File: config.mk
export PLATFORM = sky130hd
export DESIGN_NAME = streaming_top_k_select_core
export DESIGN_NICKNAME = d
export VERILOG_FILES = /design/src/sv/stk_pkg.sv /design/src/sv/stk_fifo.sv /design/src/sv/stk_front.sv /design/src/sv/stk_back.sv /design/src/sv/streaming_top_k_select_core.sv
export SDC_FILE = /design/constraint.sdc
export NUM_CORES = 2
export LEC_CHECK = 0
export BUFFER_PORTS_ARGS = -buffer_cell sky130_fd_sc_hd__buf_4
export CAP_MARGIN = 20
export CORE_MARGIN = 8
export CORE_UTILIZATION = 45
export DETAILED_ROUTE_END_ITERATION = 7
export GPL_ROUTABILITY_DRIVEN = 0
export PLACE_DENSITY = 0.7
export SLEW_MARGIN = 40
export SYNTH_ARGS = -nofsm -noshare
export SYNTH_HDL_FRONTEND = slang
export SYNTH_HIERARCHICAL = 1
export SYNTH_SLANG_ARGS = --single-unit
File: constraint.sdc
create_clock -name clk_i -period 9.3 [get_ports clk_i]
set_clock_uncertainty 0.15 [all_clocks]
set_input_delay 0.465 -clock clk_i [delete_from_list [all_inputs] [get_ports clk_i]]
set_output_delay 0.465 -clock clk_i [all_outputs]
set_load 0.1 [all_outputs]
File: src/sv/stk_pkg.sv
// ----------------------------------------------------------------------------
// stk_pkg
// Types, widths and the ordering key shared by the top-k selection block.
// ----------------------------------------------------------------------------
package stk_pkg;

  localparam int unsigned LOGIT_W    = 16;
  localparam int unsigned IDX_W      = 18;
  localparam int unsigned KCOUNT_W   = 6;
  localparam logic [KCOUNT_W-1:0] KCOUNT_RST = 6'd20;

  // One input request
  typedef struct packed {
    logic [LOGIT_W-1:0] logit;
    logic               end_of_row;
  } stk_in_t;

  // One result request
  typedef struct packed {
    logic [LOGIT_W-1:0] value;
    logic [IDX_W-1:0]   token_index;
    logic               last_of_row;
  } stk_out_t;

  // Classified item passed from front to back
  typedef struct packed {
    logic [LOGIT_W-1:0] key;
    logic [LOGIT_W-1:0] value;
    logic [IDX_W-1:0]   idx;
    logic               eor;
  } stk_item_t;

  // One slot of the sorted list
  typedef struct packed {
    logic [LOGIT_W-1:0] key;
    logic [LOGIT_W-1:0] value;
    logic [IDX_W-1:0]   idx;
  } stk_entry_t;

  // Order-preserving key: both zeros map to the same key
  function automatic logic [LOGIT_W-1:0] order_key(input logic [LOGIT_W-1:0] bits);
    logic [LOGIT_W-1:0] b;
    b = bits;
    if (b == 16'h8000) begin
      b = '0;
    end
    if (b[LOGIT_W-1]) begin
      return ~b;
    end
    return b | 16'h8000;
  endfunction

endpackage

File: src/sv/stk_fifo.sv
// ----------------------------------------------------------------------------
// stk_fifo
// Small register queue with count-based full and empty flags.
// ----------------------------------------------------------------------------
module stk_fifo #(
  parameter int unsigned WIDTH = 8,
  parameter int unsigned DEPTH = 4
) (
  input  logic             clk_i,
  input  logic             rst_ni,
  input  logic             push_i,
  input  logic [WIDTH-1:0] wdata_i,
  output logic             full_o,
  input  logic             pop_i,
  output logic [WIDTH-1:0] rdata_o,
  output logic             empty_o
);

  localparam int unsigned AW = (DEPTH > 1) ? $clog2(DEPTH) : 1;
  localparam int unsigned CW = $clog2(DEPTH + 1);

  logic [WIDTH-1:0] mem_q [DEPTH];
  logic [AW-1:0]    wptr_q, wptr_d, rptr_q, rptr_d;
  logic [CW-1:0]    cnt_q, cnt_d;
  logic             do_push, do_pop;

  assign full_o  = (cnt_q == CW'(DEPTH));
  assign empty_o = (cnt_q == '0);
  assign do_push = push_i && !full_o;
  assign do_pop  = pop_i && !empty_o;
  assign rdata_o = mem_q[rptr_q];

  // Pointer and count update, wrapping at DEPTH
  always_comb begin
    wptr_d = wptr_q;
    rptr_d = rptr_q;
    cnt_d  = cnt_q;
    if (do_push) begin
      wptr_d = (wptr_q == AW'(DEPTH - 1)) ? '0 : wptr_q + 1'b1;
    end
    if (do_pop) begin
      rptr_d = (rptr_q == AW'(DEPTH - 1)) ? '0 : rptr_q + 1'b1;
    end
    if (do_push && !do_pop) begin
      cnt_d = cnt_q + 1'b1;
    end else if (do_pop && !do_push) begin
      cnt_d = cnt_q - 1'b1;
    end
  end

  always_ff @(posedge clk_i or negedge rst_ni) begin
    if (!rst_ni) begin
      wptr_q <= '0;
      rptr_q <= '0;
      cnt_q  <= '0;
    end else begin
      wptr_q <= wptr_d;
      rptr_q <= rptr_d;
      cnt_q  <= cnt_d;
    end
  end

  // Storage, no reset
  always_ff @(posedge clk_i) begin
    if (do_push) begin
      mem_q[wptr_q] <= wdata_i;
    end
  end

endmodule

File: src/sv/stk_front.sv
// ----------------------------------------------------------------------------
// stk_front
// Accepts logits, builds the ordering key and numbers items within a row.
// ----------------------------------------------------------------------------
module stk_front #(
  parameter int unsigned MAX_VOCAB = 262144
) (
  input  logic              clk_i,
  input  logic              rst_ni,
  input  stk_pkg::stk_in_t  in_item_i,
  input  logic              push_i,
  output logic              full_o,
  output stk_pkg::stk_item_t q_item_o,
  output logic              q_push_o,
  input  logic              q_full_i
);
  import stk_pkg::*;

  localparam int unsigned PW = $clog2(MAX_VOCAB);
  localparam int unsigned XW = (PW > IDX_W) ? PW : IDX_W;

  logic [PW-1:0] pos_q, pos_d;
  logic [XW-1:0] pos_ext;
  logic          accept;

  assign full_o   = q_full_i;
  assign accept   = push_i && !q_full_i;
  assign q_push_o = accept;
  assign pos_ext  = XW'(pos_q);

  // Classified request towards the back end
  always_comb begin
    q_item_o.key   = order_key(in_item_i.logit);
    q_item_o.value = in_item_i.logit;
    q_item_o.idx   = pos_ext[IDX_W-1:0];
    q_item_o.eor   = in_item_i.end_of_row;
  end

  // Position counter: saturates at the last position, clears after row end
  always_comb begin
    pos_d = pos_q;
    if (accept) begin
      if (in_item_i.end_of_row) begin
        pos_d = '0;
      end else if (pos_q != PW'(MAX_VOCAB - 1)) begin
        pos_d = pos_q + 1'b1;
      end
    end
  end

  always_ff @(posedge clk_i or negedge rst_ni) begin
    if (!rst_ni) begin
      pos_q <= '0;
    end else begin
      pos_q <= pos_d;
    end
  end

endmodule

File: src/sv/stk_back.sv
// ----------------------------------------------------------------------------
// stk_back
// Sorted best-list with parallel compare-and-shift insertion and row drain.
// ----------------------------------------------------------------------------
module stk_back #(
  parameter int unsigned K_MAX = 32
) (
  input  logic                          clk_i,
  input  logic                          rst_ni,
  input  logic [stk_pkg::KCOUNT_W-1:0]  k_count_i,
  input  stk_pkg::stk_item_t            q_item_i,
  input  logic                          q_empty_i,
  output logic                          q_pop_o,
  output stk_pkg::stk_out_t             o_item_o,
  output logic                          o_push_o,
  input  logic                          o_full_i
);
  import stk_pkg::*;

  localparam int unsigned CW = $clog2(K_MAX + 1);
  localparam int unsigned NW = (CW > KCOUNT_W) ? CW : KCOUNT_W;

  typedef enum logic [1:0] {
    ST_INSERT = 2'b01,
    ST_DRAIN  = 2'b10
  } state_e;

  state_e        state_q, state_d;
  stk_entry_t    list_q [K_MAX];
  stk_entry_t    list_d [K_MAX];
  stk_entry_t    new_entry;
  logic [K_MAX-1:0] ge;
  logic [CW-1:0] fill_q, fill_d, fill_inc;
  logic [CW-1:0] rem_q, rem_d;
  logic [NW-1:0] k_ext, keff, fill_ext, n_ext;
  logic          do_insert, do_emit;

  assign new_entry.key   = q_item_i.key;
  assign new_entry.value = q_item_i.value;
  assign new_entry.idx   = q_item_i.idx;

  assign do_insert = (state_q == ST_INSERT) && !q_empty_i;
  assign do_emit   = (state_q == ST_DRAIN) && !o_full_i;
  assign q_pop_o   = do_insert;
  assign o_push_o  = do_emit;

  // Head of the list goes out during drain
  assign o_item_o.value       = list_q[0].value;
  assign o_item_o.token_index = list_q[0].idx;
  assign o_item_o.last_of_row = (rem_q == CW'(1));

  // Slots holding a key at least as large as the new one stay put
  always_comb begin
    for (int i = 0; i < K_MAX; i++) begin
      ge[i] = (CW'(i) < fill_q) && (list_q[i].key >= q_item_i.key);
    end
  end

  assign fill_inc = (fill_q == CW'(K_MAX)) ? fill_q : fill_q + 1'b1;

  // Effective count: zero acts as one, above K_MAX saturates
  assign k_ext    = NW'(k_count_i);
  assign keff     = (k_ext == '0) ? NW'(1) :
                    ((k_ext > NW'(K_MAX)) ? NW'(K_MAX) : k_ext);
  assign fill_ext = NW'(fill_inc);
  assign n_ext    = (fill_ext < keff) ? fill_ext : keff;

  // List update: insert, or shift up by one per emitted result
  always_comb begin
    state_d = state_q;
    fill_d  = fill_q;
    rem_d   = rem_q;
    for (int i = 0; i < K_MAX; i++) begin
      list_d[i] = list_q[i];
    end
    unique case (state_q)
      ST_INSERT: begin
        if (do_insert) begin
          for (int i = 0; i < K_MAX; i++) begin
            if (!ge[i]) begin
              if (i == 0) begin
                list_d[i] = new_entry;
              end else if (ge[i-1]) begin
                list_d[i] = new_entry;
              end else begin
                list_d[i] = list_q[i-1];
              end
            end
          end
          fill_d = fill_inc;
          if (q_item_i.eor) begin
            rem_d   = n_ext[CW-1:0];
            state_d = ST_DRAIN;
          end
        end
      end
      ST_DRAIN: begin
        if (do_emit) begin
          for (int i = 0; i < K_MAX - 1; i++) begin
            list_d[i] = list_q[i+1];
          end
          rem_d = rem_q - 1'b1;
          if (rem_q == CW'(1)) begin
            fill_d  = '0;
            state_d = ST_INSERT;
          end
        end
      end
      default: begin
        state_d = ST_INSERT;
      end
    endcase
  end

  always_ff @(posedge clk_i or negedge rst_ni) begin
    if (!rst_ni) begin
      state_q <= ST_INSERT;
      fill_q  <= '0;
      rem_q   <= '0;
    end else begin
      state_q <= state_d;
      fill_q  <= fill_d;
      rem_q   <= rem_d;
    end
  end

  // List payload, no reset: slots at or past the fill count are ignored
  always_ff @(posedge clk_i) begin
    for (int i = 0; i < K_MAX; i++) begin
      list_q[i] <= list_d[i];
    end
  end

endmodule

File: src/sv/streaming_top_k_select_core.sv
// Path: an accepted item passes through the item queue before it is written into the list; the
//   results of a row leave the list head for the result queue once its end-of-row item is inserted.
// Throughput: one logit per cycle, set by the compare-and-shift list, while no drain or full queue holds
//   the flow; each row end holds the list while its results are drained.
// Reset: fill count and position cleared, k_count set to 20; no clearing pass is needed.
// ----------------------------------------------------------------------------
// streaming_top_k_select_core
// Streaming top-k selection over bf16 logits with an APB register port.
// ----------------------------------------------------------------------------
module streaming_top_k_select_core #(
  parameter int unsigned K_MAX     = 32,
  parameter int unsigned MAX_VOCAB = 262144
) (
  input  logic              clk_i,
  input  logic              rst_ni,
  // input queue side
  input  stk_pkg::stk_in_t  in_item_i,
  input  logic              push,
  output logic              full,
  // result queue side
  output stk_pkg::stk_out_t out_item_o,
  output logic              empty,
  input  logic              pop,
  // register port
  input  logic              psel,
  input  logic              penable,
  input  logic              pwrite,
  input  logic [1:0]        paddr,
  input  logic [31:0]       pwdata,
  output logic [31:0]       prdata,
  output logic              pready
);
  import stk_pkg::*;

  localparam int unsigned QDEPTH = 4;
  localparam int unsigned ODEPTH = 2;

  logic [KCOUNT_W-1:0] k_count_q, k_count_d;
  stk_item_t           fq_wdata, fq_rdata;
  logic                fq_push, fq_full, fq_pop, fq_empty;
  stk_out_t            oq_wdata;
  logic                oq_push, oq_full;

  // Register port: single register, every address maps to k_count
  assign pready = 1'b1;
  assign prdata = 32'(k_count_q);
  assign k_count_d = (psel && penable && pwrite && (paddr == 2'b00 || paddr != 2'b00)) ?
                     pwdata[KCOUNT_W-1:0] : k_count_q;

  always_ff @(posedge clk_i or negedge rst_ni) begin
    if (!rst_ni) begin
      k_count_q <= KCOUNT_RST;
    end else begin
      k_count_q <= k_count_d;
    end
  end

  // Front end: key and position
  stk_front #(
    .MAX_VOCAB (MAX_VOCAB)
  ) u_front (
    .clk_i     (clk_i),
    .rst_ni    (rst_ni),
    .in_item_i (in_item_i),
    .push_i    (push),
    .full_o    (full),
    .q_item_o  (fq_wdata),
    .q_push_o  (fq_push),
    .q_full_i  (fq_full)
  );

  // Decoupling queue between front and back
  stk_fifo #(
    .WIDTH ($bits(stk_item_t)),
    .DEPTH (QDEPTH)
  ) u_item_q (
    .clk_i   (clk_i),
    .rst_ni  (rst_ni),
    .push_i  (fq_push),
    .wdata_i (fq_wdata),
    .full_o  (fq_full),
    .pop_i   (fq_pop),
    .rdata_o (fq_rdata),
    .empty_o (fq_empty)
  );

  // Back end: sorted list and drain
  stk_back #(
    .K_MAX (K_MAX)
  ) u_back (
    .clk_i     (clk_i),
    .rst_ni    (rst_ni),
    .k_count_i (k_count_q),
    .q_item_i  (fq_rdata),
    .q_empty_i (fq_empty),
    .q_pop_o   (fq_pop),
    .o_item_o  (oq_wdata),
    .o_push_o  (oq_push),
    .o_full_i  (oq_full)
  );

  // Result queue
  stk_fifo #(
    .WIDTH ($bits(stk_out_t)),
    .DEPTH (ODEPTH)
  ) u_out_q (
    .clk_i   (clk_i),
    .rst_ni  (rst_ni),
    .push_i  (oq_push),
    .wdata_i (oq_wdata),
    .full_o  (oq_full),
    .pop_i   (pop),
    .rdata_o (out_item_o),
    .empty_o (empty)
  );

endmodule

Word-level counts from Yosys, hierarchy flattened
Memory sizes are Yosys's and may differ from the RTL's.
Index checks and enable logic that the tools add are counted.
- bits of input ports: 58
- output and inout bits: 70
- memory bits (read-only): 0
- latch bits: 0
- bits in writable memories: 1874
- word-level logic and storage cells: 276
- register bits: 49
- memories: 3
- memory list (memory ; depth ; width ; read ports ; clocked after Yosys merged registers in ; write ports ; line ; RTL):
    u_back.list_q ; 32 ; 50 ; 32 ; 0 ; 32 ; stk_back.sv:29 ; stk_entry_t list_q [K_MAX];
    u_item_q.mem_q ; 4 ; 51 ; 1 ; 0 ; 1 ; stk_fifo.sv:22 ; logic [WIDTH-1:0] mem_q [DEPTH];
    u_out_q.mem_q ; 2 ; 35 ; 1 ; 0 ; 1 ; stk_fifo.sv:22 ;
- div/mod/pow operators: 0
- mux-type cells: 102
- shifts and indexed selects: 0
- $lt $le $gt $ge: 66
- reduce and logical (&&, ||, !) cells: 68
- bitwise gates (word level): 1
- multipliers: 0
- add/sub/neg operators: 11
- equal/unequal tests: 14
- operator list (cell ; count):
    50-bit 2-to-1 mux ; 64
    1550-bit one-hot mux with 2 select lines ; 1
    1600-bit 2-to-1 mux ; 1
    1550-bit 2-to-1 mux ; 1
    16-bit greater-or-equal comparator ; 32
    5-bit by 6-bit less-than comparator with 1-bit output, first input constant ; 16
    6-bit 2-to-1 mux ; 10
    4-bit by 6-bit less-than comparator with 1-bit output, first input constant ; 8
    16-bit 2-to-1 mux ; 3
    1-bit logical AND ; 46
    18-bit 2-to-1 mux ; 2
    3-bit by 6-bit less-than comparator with 1-bit output, first input constant ; 4
    6-bit one-hot mux with 2 select lines ; 2
    18-bit by 1-bit adder with 18-bit output, second input constant ; 1
    18-bit inequality test, second input constant ; 1
    16-bit equality test, second input constant ; 1
    2-bit 2-to-1 mux ; 8
    16-bit inverter ; 1
    1-bit by 6-bit less-than comparator with 1-bit output, first input constant ; 2
    2-bit by 6-bit less-than comparator with 1-bit output, first input constant ; 2
    4-bit AND reduction ; 3
    2-bit nonzero test ; 5
    2-bit equality test, second input constant ; 4
    1-bit logical NOT ; 8
    22 further kinds ; 36

Depth between registers and ports, before layout
- depth in word-level cells: 8
- gate-level depth with buffers: 15
- depth with buffers taken out: 12

Cells and area by module
Netlist, hierarchy kept.
- by module, submodules not included (module ; area each (sq um) ; times used ; cells each ; seq. area each (sq um)):
    stk_back ; 106011.7 ; 1 ; 11009 ; 48397.7
    stk_fifo (u_item_q) ; 7871.3 ; 1 ; 304 ; 6301.0
    stk_fifo (u_out_q) ; 2872.8 ; 1 ; 128 ; 2202.1
    stk_front ; 1577.8 ; 1 ; 186 ; 450.4
    streaming_top_k_select_core ; 440.4 ; 1 ; 42 ; 152.6

Worst setup path after synthesis
No wires, ideal clock.
- path kind: register to register
- start: register, netlist name u_item_q/rptr_q[0]
- end: memory u_back/list_q[1][700] (netlist bit) (enable)
- setup slack: 2.711 ns
- library setup time: 0.474 ns
- data arrival time: 5.965 ns
- buffers on the path: 4
- clock period less this slack: 6.589 ns
- stages on the path, launching flop included: 13
- data required time: 8.676 ns
- cell sequence: dfrtp_1 buf_6 buf_12 mux4_2 inv_1 ha_1 a21o_1 a21o_1 a21oi_2 clkbuf_1 clkbuf_1 o22ai_1 a21oi_1
- RTL lines (what ; line):
    to (decl) ; stk_back.sv:29

==> flow_metrics.env <==
export IMPL_detail_route_iter0_violations=15000
export IMPL_root_buffer="clkbuf_16"
export IMPL_rsz0062_at_grt="false"
export IMPL_grt_overflow=0
export IMPL_track_usage_pct=23.5
export IMPL_max_cap_violations=0
export IMPL_cts_tree="built"
export IMPL_r2r_start="u_item_q/rptr_q[0]"
export IMPL_port_buffers=72
export IMPL_status="finished with violations"
export IMPL_critical_path_class="flip-flop to flip-flop"
export IMPL_vias=102000
export IMPL_synth_top_area_cell="edfxtp_1"
export IMPL_drt_pass1_iter_count=8
export IMPL_synthToLayoutAreaGrowth_pct=7.86
export IMPL_synth_area_leaders="edfxtp_1 47%, nand3_1 7.3%, a32oi_1 7.0%"
export IMPL_clk_latency_ns=0.90
export IMPL_die_w_um=530
export IMPL_startpoint_type="flip-flop"
export IMPL_violations="design-rule violations"
export IMPL_max_slew_margin_pct=32.9
export IMPL_wirelength_um=353000
export IMPL_cp_cell_sequence="buf_4 -> mux4_2 -> inv_1 -> buf_4 -> ha_1 -> o21ai_0 -> o211a_1 -> o21ai_4 -> buf_4 -> and2_2 -> buf_4 -> a21oi_4 -> buf_4"
export IMPL_synth_top_cells_by_count="1874 x edfxtp_1, 1721 x nand3_1, 991 x clkbuf_1"
export IMPL_cpPeakStageDelay_ns=0.76
export IMPL_period_needed_ns=5.96
export IMPL_final_max_slew_viol_count=0
export IMPL_rows=188
export IMPL_detail_route_wl_per_cell_um=24.4
export IMPL_dp_hpwl_um=246000
export IMPL_dieHeight_um=530
export IMPL_clk_path_buf_depth=3
export IMPL_coreArea_mm2=0.263
export IMPL_detailed_place_area_mm2=0.120
export IMPL_start_util_pct=45.2
export IMPL_drive_gt1_share_pct=8.42
export IMPL_min_period_over_period_pct=64.1
export IMPL_path_max_fanout=51
export IMPL_synth_area_mm2=0.119
export IMPL_antenna_found_initial=3
export IMPL_clk_pin_slew_worst_paths_ns=0.06
export IMPL_cp_end_kind="flip-flop"
export IMPL_syn_inst=11700
export IMPL_syn_avg_cell_area_um2=10.2
export IMPL_nets=11300
export IMPL_cpMaxStageDelayCell="mux4_2"
export IMPL_numCtsBuffers=209
export IMPL_floorplan_die_area_mm2=0.281
export IMPL_fin_area_mm2=0.128
export IMPL_crit_family="buffers and inverters"
export IMPL_grt_pass1_vias=95300
export IMPL_synth_seq_cells=1923
export IMPL_synthArstFlopShare_pct=2.55
export IMPL_grt_max_degree=243
export IMPL_synth_most_common_cell="edfxtp_1"
export IMPL_clock_fmax_mhz=168
export IMPL_grt_pass1_wl_um=539000
export IMPL_cp_startpoint="u_item_q/rptr_q[0]"
export IMPL_cp_required_ns=9.64
export IMPL_drc=2
export IMPL_via_per_inst=7.02
export IMPL_setup_tns_ns=0
export IMPL_cp_common_cell="buf_4"
export IMPL_nFillCells=23100
export IMPL_synth_main_ff_cell="edfxtp_1"
export IMPL_synth_top_area_share_pct=47.4
export IMPL_tightestPinTransition_ns=1.01
export IMPL_h_tree_depth=4
export IMPL_final_antenna_net_count=0
export IMPL_synth_edf_count=1874
export IMPL_ios=128
export IMPL_ys_types=99
export IMPL_hp_class="input pin to async pin"
export IMPL_setup_viol=0
export IMPL_postCtsSetupBuffers=0
export IMPL_yosys_warnings=6
export IMPL_cts_resized=0
export IMPL_crit_buf_inv=6
export IMPL_cts_sinks=1923
export IMPL_synth_seq_area_share_pct=48.4
export IMPL_hold_slack_ns=0.0517
export IMPL_arrival_ns=6.31
export IMPL_final_hold_viol_count=0
[layout make-up]
cell class / instances / area (um^2) / share of cell area (%)
flip-flops and latches: 1923 / 57500 / 44.9
inverters: 92 / 353 / 0.275
clock inverters: 129 / 1510 / 1.18
multi-input cells: 8195 / 55700 / 43.5
well taps: 3515 / 4400 / 3.43
repair buffers: 331 / 3110 / 2.42
clock buffers: 261 / 5500 / 4.29
diodes: 8 / 20.0 / 0.0156
[state kept, by name, summed over array words and instances (netlist names)]
signal           flops
u_item_q/mem_q     204
u_back/rem_q         6
u_out_q/wptr_q       1
u_back/list_q     1600
u_back/fill_q        6
u_item_q/rptr_q      2
u_out_q/rptr_q       1
k_count_q            6
u_item_q/cnt_q       3
u_out_q/mem_q       70
u_out_q/cnt_q        2
u_item_q/wptr_q      2
u_front/pos_ext     18
u_back/state_q       2
[worst min-delay path: stages]
cell and delay [ns]:
dlygate4sd3_1 0.53, buf_4 0.13, buf_4 0.29
[what timing repair did]
item                                   in CTS  in global routing
hold buffers                               32                  0
setup endpoints to repair                   0                  0
endpoints found under the hold margin     204                  0
[layout by cell type (no fill, tap or decap), types with 100 or more instances in the layout]
cell	instances
a21oi_1	521
a221o_1	453
a22oi_1	100
a32oi_1	951
buf_4	240
clkbuf_16	211
edfxtp_1	1874
ha_1	529
nand2_1	727
nand3_1	1721
nand4_1	511
nor2_1	495
o211ai_1	128
o21ai_0	538
or3_1	557
[through the flow]
stage,setup WS [ns],utilization (%),cells
final,3.34,48.8,14500
after global routing,2.96,48.8,14400
after CTS,3.25,48.6,14400
after detailed placement,3.31,45.9,14000
after global placement,3.37,45.7,14000
after floorplan,2.71,-,11700
[routing by layer]
layer	GRT usage [%]	vias up	wire length, um
li1	-	44800	-
met1	33.0	49400	142000
met2	36.8	6659	161000
met3	4.36	646	42800
met4	7.34	0	7020
met5	0	-	0
[cells by family (layout without fill, tap and decap cells)]
family | Yosys count | in the layout | share of synthesized area (%)
xor gates and xnor gates | 26 | 26 | 0.192
and+or+nand+nor | 4341 | 4341 | 18.4
adders and majority gates | 530 | 530 | 5.59
DFF | 1923 | 1923 | 48.4
muxes | 139 | 139 | 1.86
AOI/OAI and AO/OA | 3132 | 3132 | 19.7
buffers and inverters | 1576 | 813 | 5.86
other | 2 | 35 | 0.00632
[final timing paths]
check / to / slack, ns / cells past startpoint
worst max-delay path: u_back/list_q[1][685] / 3.34 / 13
worst min-delay path: u_back/rem_q[4] / 0.05 / 3
worst max register to register: u_back/list_q[1][685] / 3.34 / 13
worst min register to register: u_out_q/mem_q[0][22] / 0.36 / 0
max in group asynchronous: u_out_q/wptr_q / 8.32 / 3
min in group clk_i: u_front/pos_ext[6] / 0.10 / 4
Power is left out: the tool's default activity adds up to more than one toggle a clock period on the data nets, which glitch-free logic cannot reach.
